### src/rtl/core/fpr_pkg.sv
// Shared types and constants for the framed packet receiver.
`timescale 1ns / 1ps
package fpr_pkg;

    localparam int MAX_LEN     = 64;  // lengths at or above this are rejected
    localparam int STORE_DEPTH = 64;  // payload memory entries
    localparam int ADDR_W      = 6;   // payload memory address / length width
    localparam int TYPE_BYTES  = 2;   // type field bytes, big-endian
    localparam int DESC_DEPTH  = 2;   // packet descriptor queue depth
    localparam int DPTR_W      = 1;   // descriptor queue pointer width

    // configuration register word index (paddr[2])
    localparam logic CFG_HEADER = 1'b0;
    localparam logic CFG_FOOTER = 1'b1;

    typedef enum logic [2:0] {
        PH_HUNT = 3'd0,
        PH_LEN  = 3'd1,
        PH_TYPE = 3'd2,
        PH_DATA = 3'd3,
        PH_CSUM = 3'd4,
        PH_FOOT = 3'd5
    } t_phase;

    // one accepted packet, handed from parser to emitter
    typedef struct packed {
        logic [15:0]       ptype;
        logic [ADDR_W-1:0] plen;
    } t_desc;

    // payload memory write port
    typedef struct packed {
        logic              en;
        logic [ADDR_W-1:0] addr;
        logic [7:0]        data;
    } t_mem_wr;

endpackage

### src/rtl/core/fpr_front.sv
// Frame parser: header hunt, length/type capture, checksum and footer check.
`timescale 1ns / 1ps
module fpr_front import fpr_pkg::*; (
    input  logic        i_clk,
    input  logic        i_rst_n,
    input  logic        i_push,
    output logic        o_full,
    input  logic [7:0]  i_rx_byte,
    input  logic [7:0]  i_header,
    input  logic [7:0]  i_footer,
    input  logic        i_back_busy,
    input  logic        i_desc_full,
    output t_mem_wr     o_wr,
    output logic        o_desc_push,
    output t_desc       o_desc
);

    t_phase            r_phase, n_phase;
    logic [ADDR_W-1:0] r_len, n_len;
    logic [ADDR_W-1:0] r_cnt, n_cnt;
    logic [15:0]       r_type, n_type;
    logic [7:0]        r_sum, n_sum;
    logic              accept;
    logic [ADDR_W-1:0] cnt_inc;

    // data writes wait until the emitter has drained the memory; footer bytes wait while the descriptor queue is full
    assign o_full  = ((r_phase == PH_DATA) && i_back_busy) ||
                     ((r_phase == PH_FOOT) && i_desc_full);
    assign accept  = i_push && !o_full;
    assign cnt_inc = r_cnt + ADDR_W'(1);

    assign o_desc.ptype = r_type;
    assign o_desc.plen  = r_len;

    always_ff @(posedge i_clk) begin
        if (!i_rst_n) begin
            r_phase <= PH_HUNT;
            r_len   <= '0;
            r_cnt   <= '0;
            r_type  <= '0;
            r_sum   <= '0;
        end else begin
            r_phase <= n_phase;
            r_len   <= n_len;
            r_cnt   <= n_cnt;
            r_type  <= n_type;
            r_sum   <= n_sum;
        end
    end

    always_comb begin
        n_phase     = r_phase;
        n_len       = r_len;
        n_cnt       = r_cnt;
        n_type      = r_type;
        n_sum       = r_sum;
        o_wr.en     = 1'b0;
        o_wr.addr   = r_cnt;
        o_wr.data   = i_rx_byte;
        o_desc_push = 1'b0;
        if (accept) begin
            case (r_phase)
                PH_HUNT: begin
                    if (i_rx_byte == i_header) n_phase = PH_LEN;
                end
                PH_LEN: begin
                    n_len = i_rx_byte[ADDR_W-1:0];
                    if (9'(i_rx_byte) < 9'(MAX_LEN)) begin
                        n_cnt   = ADDR_W'(TYPE_BYTES);
                        n_type  = '0;
                        n_sum   = i_header + i_rx_byte;
                        n_phase = PH_TYPE;
                    end else begin
                        n_phase = PH_HUNT;
                    end
                end
                PH_TYPE: begin
                    n_sum  = r_sum + i_rx_byte;
                    n_type = {r_type[7:0], i_rx_byte};
                    n_cnt  = r_cnt - ADDR_W'(1);
                    if (r_cnt == ADDR_W'(1)) begin
                        n_phase = (r_len != '0) ? PH_DATA : PH_CSUM;
                    end
                end
                PH_DATA: begin
                    n_sum   = r_sum + i_rx_byte;
                    o_wr.en = 1'b1;
                    n_cnt   = cnt_inc;
                    if (cnt_inc == r_len) n_phase = PH_CSUM;
                end
                PH_CSUM: begin
                    n_phase = (i_rx_byte == r_sum) ? PH_FOOT : PH_HUNT;
                end
                PH_FOOT: begin
                    o_desc_push = (i_rx_byte == i_footer);
                    n_phase     = PH_HUNT;
                end
                default: begin
                    n_phase = PH_HUNT;
                end
            endcase
        end
    end

endmodule

### src/rtl/core/fpr_desc_fifo.sv
// Small queue of accepted packet descriptors between parser and emitter.
`timescale 1ns / 1ps
module fpr_desc_fifo import fpr_pkg::*; (
    input  logic  i_clk,
    input  logic  i_rst_n,
    input  logic  i_push,
    input  t_desc i_desc,
    output logic  o_full,
    input  logic  i_pop,
    output logic  o_valid,
    output t_desc o_desc
);

    localparam int CNT_W = $clog2(DESC_DEPTH + 1);

    t_desc             r_slot [DESC_DEPTH];
    logic [DPTR_W-1:0] r_wp, r_rp;
    logic [CNT_W-1:0]  r_cnt;
    logic              do_push, do_pop;

    assign o_full  = (r_cnt == CNT_W'(DESC_DEPTH));
    assign o_valid = (r_cnt != '0);
    assign o_desc  = r_slot[r_rp];
    assign do_push = i_push && !o_full;
    assign do_pop  = i_pop && o_valid;

    always_ff @(posedge i_clk) begin
        if (!i_rst_n) begin
            r_wp  <= '0;
            r_rp  <= '0;
            r_cnt <= '0;
        end else begin
            if (do_push) r_wp <= r_wp + DPTR_W'(1);
            if (do_pop)  r_rp <= r_rp + DPTR_W'(1);
            if (do_push && !do_pop)      r_cnt <= r_cnt + CNT_W'(1);
            else if (do_pop && !do_push) r_cnt <= r_cnt - CNT_W'(1);
        end
    end

    always_ff @(posedge i_clk) begin
        if (do_push) r_slot[r_wp] <= i_desc;
    end

endmodule

### src/rtl/core/fpr_back.sv
// Packet emitter: payload memory and one result per cycle, while pop is held, from a descriptor.
`timescale 1ns / 1ps
module fpr_back import fpr_pkg::*; (
    input  logic              i_clk,
    input  logic              i_rst_n,
    input  t_mem_wr           i_wr,
    input  logic              i_desc_valid,
    input  t_desc             i_desc,
    output logic              o_desc_pop,
    output logic              o_active,
    output logic              o_empty,
    input  logic              i_pop,
    output logic [15:0]       o_packet_type,
    output logic [ADDR_W-1:0] o_packet_length,
    output logic [ADDR_W-1:0] o_byte_position,
    output logic [7:0]        o_payload_byte,
    output logic              o_has_payload,
    output logic              o_last
);

    logic [7:0]        r_mem [STORE_DEPTH];
    logic [7:0]        r_q;
    logic              r_active;
    t_desc             r_cur;
    logic [ADDR_W-1:0] r_k;
    logic              r_valid;
    logic [15:0]       r_type;
    logic [ADDR_W-1:0] r_len, r_pos;
    logic              r_has, r_last;
    logic              adv, item_has, item_last;

    // output slot free or being taken this cycle
    assign adv        = r_active && (!r_valid || i_pop);
    assign o_desc_pop = !r_active && i_desc_valid;
    assign o_active   = r_active;
    assign item_has   = (r_cur.plen != '0);
    assign item_last  = !item_has || ((r_k + ADDR_W'(1)) == r_cur.plen);

    always_ff @(posedge i_clk) begin
        if (i_wr.en) r_mem[i_wr.addr] <= i_wr.data;
    end

    always_ff @(posedge i_clk) begin
        if (adv) r_q <= r_mem[r_k];
    end

    always_ff @(posedge i_clk) begin
        if (!i_rst_n) begin
            r_active <= 1'b0;
            r_valid  <= 1'b0;
            r_k      <= '0;
        end else begin
            if (o_desc_pop) begin
                r_active <= 1'b1;
                r_k      <= '0;
            end else if (adv) begin
                if (item_last) r_active <= 1'b0;
                else           r_k      <= r_k + ADDR_W'(1);
            end
            if (adv)        r_valid <= 1'b1;
            else if (i_pop) r_valid <= 1'b0;
        end
    end

    always_ff @(posedge i_clk) begin
        if (o_desc_pop) r_cur <= i_desc;
        if (adv) begin
            r_type <= r_cur.ptype;
            r_len  <= r_cur.plen;
            r_pos  <= r_k;
            r_has  <= item_has;
            r_last <= item_last;
        end
    end

    assign o_empty         = !r_valid;
    assign o_packet_type   = r_type;
    assign o_packet_length = r_len;
    assign o_byte_position = r_pos;
    assign o_payload_byte  = r_has ? r_q : 8'h00;
    assign o_has_payload   = r_has;
    assign o_last          = r_last;

endmodule

### src/rtl/core/framed_packet_receiver.sv
// Top level of the framed packet receiver: config registers, parser, queue, emitter.
`timescale 1ns / 1ps
// Byte-stream deframer. Each push transaction carries one received byte; frames
// are header, length, two type bytes (big-endian), data bytes, an 8-bit wrapping
// checksum over header/length/type/data, and a footer. Lengths of 64 or more, a
// bad checksum or a bad footer drop the frame silently and the parser returns to
// header hunting. A good frame yields one result per data byte (position, byte,
// type, length, last on the final one), or a single result with has_payload low
// for a zero-length frame. Rate: the parser takes one byte per cycle, except that
// full stays high on the first data byte of a frame while the previous packet is
// still being read out of the single-port-write/single-port-read payload memory,
// and on a footer byte while the two-entry descriptor queue is full. The emitter
// delivers one result per cycle while pop is held, after first loading the
// packet's descriptor; an empty packet's single result carries no byte.
// header_byte sits at address 0 and footer_byte at address 4 of the APB port;
// write them only while no frame is in progress and no results are pending.
module framed_packet_receiver import fpr_pkg::*; (
    input  logic        i_clk,
    input  logic        i_rst_n,
    // byte input queue side
    input  logic        push,
    output logic        full,
    input  logic [7:0]  i_rx_byte,
    // result queue side
    output logic        empty,
    input  logic        pop,
    output logic [15:0] o_packet_type,
    output logic [5:0]  o_packet_length,
    output logic [5:0]  o_byte_position,
    output logic [7:0]  o_payload_byte,
    output logic        o_has_payload,
    output logic        o_last,
    // configuration
    input  logic        psel,
    input  logic        penable,
    input  logic        pwrite,
    input  logic [2:0]  paddr,
    input  logic [31:0] pwdata,
    output logic [31:0] prdata,
    output logic        pready
);

    logic [7:0] r_header, r_footer;
    logic       cfg_wr;

    t_mem_wr    mem_wr;
    logic       desc_push, desc_full, desc_pop, desc_valid;
    t_desc      desc_in, desc_out;
    logic       back_active, back_busy;

    // ---- configuration registers ----
    assign pready = 1'b1;
    assign cfg_wr = psel && penable && pwrite && pready;

    always_ff @(posedge i_clk) begin
        if (!i_rst_n) begin
            r_header <= 8'hAA;
            r_footer <= 8'h55;
        end else if (cfg_wr) begin
            case (paddr[2])
                CFG_HEADER: r_header <= pwdata[7:0];
                CFG_FOOTER: r_footer <= pwdata[7:0];
                default: ;
            endcase
        end
    end

    always_comb begin
        case (paddr[2])
            CFG_HEADER: prdata = {24'h0, r_header};
            CFG_FOOTER: prdata = {24'h0, r_footer};
            default:    prdata = '0;
        endcase
    end

    // emitter still owns the payload memory while a packet is queued or draining
    assign back_busy = desc_valid || back_active;

    fpr_front u_front (
        .i_clk       (i_clk),
        .i_rst_n     (i_rst_n),
        .i_push      (push),
        .o_full      (full),
        .i_rx_byte   (i_rx_byte),
        .i_header    (r_header),
        .i_footer    (r_footer),
        .i_back_busy (back_busy),
        .i_desc_full (desc_full),
        .o_wr        (mem_wr),
        .o_desc_push (desc_push),
        .o_desc      (desc_in)
    );

    fpr_desc_fifo u_desc_fifo (
        .i_clk   (i_clk),
        .i_rst_n (i_rst_n),
        .i_push  (desc_push),
        .i_desc  (desc_in),
        .o_full  (desc_full),
        .i_pop   (desc_pop),
        .o_valid (desc_valid),
        .o_desc  (desc_out)
    );

    fpr_back u_back (
        .i_clk           (i_clk),
        .i_rst_n         (i_rst_n),
        .i_wr            (mem_wr),
        .i_desc_valid    (desc_valid),
        .i_desc          (desc_out),
        .o_desc_pop      (desc_pop),
        .o_active        (back_active),
        .o_empty         (empty),
        .i_pop           (pop),
        .o_packet_type   (o_packet_type),
        .o_packet_length (o_packet_length),
        .o_byte_position (o_byte_position),
        .o_payload_byte  (o_payload_byte),
        .o_has_payload   (o_has_payload),
        .o_last          (o_last)
    );

endmodule

### config.mk
export PLATFORM = sky130hd
export DESIGN_NAME = framed_packet_receiver
export DESIGN_NICKNAME = d
export VERILOG_FILES = /design/src/rtl/core/fpr_pkg.sv /design/src/rtl/core/fpr_front.sv /design/src/rtl/core/fpr_desc_fifo.sv /design/src/rtl/core/fpr_back.sv /design/src/rtl/core/framed_packet_receiver.sv
export SDC_FILE = /design/constraint.sdc
export NUM_CORES = 1
export LEC_CHECK = 0
export BUFFER_PORTS_ARGS = -buffer_cell sky130_fd_sc_hd__buf_2
export CORE_MARGIN = 5
export CORE_UTILIZATION = 27
export DETAILED_ROUTE_END_ITERATION = 8
export SLEW_MARGIN = 5
export SYNTH_ARGS = -nofsm -noshare
export SYNTH_HDL_FRONTEND = slang
export SYNTH_SLANG_ARGS = --single-unit
### constraint.sdc
create_clock -name i_clk -period 9.6 [get_ports i_clk]
set_clock_uncertainty 0.15 [all_clocks]
set_input_delay 0.96 -clock i_clk [delete_from_list [all_inputs] [get_ports i_clk]]
set_output_delay 0.96 -clock i_clk [all_outputs]
set_load 0.02 [all_outputs]
==> results.yml <==
status:
  status: "completed"
worst_setup_path:
  endpoint_kind: "flip-flop"
  required_ps: 9790
  worstSetupPathType: "reg2reg"
  crit_arrival_ps: 4080
  critPathMaxFanout: 72
  cp-start-kind: "flip-flop"
synthesis:
  syn_area_sq_mm: 0.0274
  ys_types: 57
  ys_seq_area_share_pct: 72.5
  avgSynthCellArea_sq_um: 18.3
  synthFlopType: "edfxtp_1"
  synthSimpleGateAreaFrac_pct: 5.23
  yosys.area_share.xor_xnor_pct: 1.57
  synthAdderAreaFrac_pct: 0.622
  yosysWarnings: 0
  synth_edf_count: 616
  synthCells: 1498
  synthArstFlopShare_pct: 0
  synth_top_family_by_area: "multiplexers"
  synth.area.mux_share_pct: 14.5
  synth_compound_area_share_pct: 3.11
  ys_ff_latch: 683
power:
  leakagePower_uw: 0.00976
  total_power_uw: 7020
  power_density_mw_per_mm2: 224
  ir_drop_mv: 0.174
finish:
  n_antenna_cell: 0
  layout_commonest_cell: "edfxtp_1"
  multi_input_area_sq_mm: 0.00696
  syn2layout_area_growth_pct: 14.7
  n_fill_cell: 9572
  postLayoutCoreUtil_pct: 31.3
  drive_gt1_share_pct: 23.6
  register_area_sq_mm: 0.0198
  finalNetCount: 1638
  mostFrequentLayoutCells: "edfxtp_1 (616), mux4_2 (154), nand2_1 (94)"
cts:
  clock_sinks: 683
  cts_setup_buffers: 0
  clkLatencyLatePin_ps: 610
  cts_tree: "done"
  cts_buffer_depth: 3
  cts_root_buf: "clkbuf_16"
  ctsResizeCount: 0
  numCtsBuffers: 71
  hold_buffers: 0
  clkTransAtPathRegs_ps: 60
  cts_max_level: 3
placement:
  dpl.hpwl_um: 37100
  place.gp.congestion: 0.764
  io_buffers: 71
drt:
  drt.antenna.violating_nets: 0
  drc_errors: 0
  routed_wl_um: 60200
  routedWlPerCell_um: 20.2
  first_pass_iters: 6
  vias: 13600
  via_per_inst: 4.57
  drtIter0Drc: 1198
grt:
  grt_usage_pct: 11.0
  grt_pass1_vias: 14000
  grt_overflow: 0
  grt_max_degree: 107
  grt_pass1_wl_um: 90100
  antenna_found_initial: 4
timing:
  relSlewSlack_pct: 24.4
  slew_viol_final: 0
  fin_tns_setup_ps: 0
  timing.fmax_ghz: 0.257
  fin_crit_sh_pct: 40.5
  rsz0062_at_grt: "false"
  finalSetupViolations: 0
  min_period_ps: 3890
  final_hold_viol_count: 0
  worst_pin_slew_ps: 1130
floorplanning:
  die_area_sq_mm: 0.108
  rows: 116
  io_pins: 123
  core_area_sq_mm: 0.100
  die_h_um: 328
  chipWidth_um: 328
  initial_core_util_pct: 27.3
flow_run:
  maxCapViolations: 0
min_path:
  hp-class: "reg2reg"
==> cells by family (layout without fill, tap and decap cells) <==
group / Yosys count / after routing
AOI/OAI and AO/OA: 122 / 122
buffers and inverters: 123 / 230
xor gates and xnor gates: 49 / 49
adders and majority gates: 13 / 13
other: 2 / 25
DFF: 683 / 683
and+or+nand+nor: 306 / 306
muxes: 200 / 200
==> critical path, stage by stage (launching register included) <==
cell       delay, ps
dfxtp_4         1060
buf_4            870
mux4_2           400
nor2b_1          140
a2111oi_0        400
a211oi_1         170
a221o_1          380
==> flip-flops by register name (all words and copies together), names as in the netlist <==
signal and count:
u_back.o_packet_length 6, u_front.r_len 6, u_back.o_packet_type 16, u_back.r_mem 512, u_back.r_cur 22, r_footer 8
r_header 8, u_back.r_k 6, u_desc_fifo.r_slot 44, u_back.o_byte_position 6, u_back.o_active 1, u_desc_fifo.r_wp 1
u_desc_fifo.r_rp 1, u_back.r_valid 1, u_front.r_sum 8, u_front.r_cnt 6, u_desc_fifo.r_cnt 2, u_back.o_last 1
u_front.r_phase 3, u_front.r_type 16, u_back.r_q 8, u_back.o_has_payload 1
==> stage by stage <==
| stage | setup WS (ps) | hold slack, ps | cell area, sq um | instances |
|---|---|---|---|---|
| after detailed placement | 5620 | 255 | 29100 | 2859 |
| after CTS | 5640 | 271 | 31400 | 2985 |
| after global routing | 5460 | 286 | 31400 | 2985 |
| after global placement | 5620 | 255 | 29100 | 2859 |
| final | 5710 | 274 | 31400 | 2985 |
| after floorplan | 5640 | 250 | 27400 | 1521 |
==> synth_stat cells, drive strengths merged, types with 18 or more instances <==
library cell	instances	area, sq um
xor2	27	236
nand3	27	135
edfxtp	616	18500
mux4	154	3470
nor2b	33	206
o21ai	18	90.1
clkbuf	46	173
mux2	36	405
dfxtp	67	1340
nand2	94	353
a22oi	26	195
nor2	87	327
a21oi	19	95.1
buf	62	424
xnor2	22	193
==> path summary, 6_finish.rpt <==
path | from | end | slack (ps) | cells after the start
setup reg to reg | u_back.r_k[1] | u_back.r_q[1] | 5710 | 6
hold reg to reg | u_back.r_cur[10] | u_back.o_packet_type[4] | 270 | 0
setup / recovery | u_back.r_k[1] | u_back.r_q[1] | 5710 | 6
hold / removal | u_back.r_cur[10] | u_back.o_packet_type[4] | 270 | 0
==> report_power, final <==
group          switching (uW)  internal (uW)
Clock                    1100           1590
Sequential               91.9           3380
Combinational             457            403
Total                    1650           5370
==> metal layers <==
layer / global-route usage (%) / part of all wire [%] / vias up
met5: 0 / 0.020 / -
met4: 3.91 / 2.9 / 2
met3: 2.00 / 5.9 / 91
met2: 18.5 / 50 / 409
met1: 14.3 / 41 / 7104
li1: - / - / 6032
==> area by class of cell <==
class                   instances  share of cell area (%)
well taps                    1357                    5.41
multi-input cells             715                    22.2
clock inverters                32                    1.17
clock buffers                  94                    6.17
flip-flops and latches        683                    63.3
repair buffers                 89                    1.60
inverters                      15                   0.180
No activity file was read; power rests on OpenSTA's default activity.
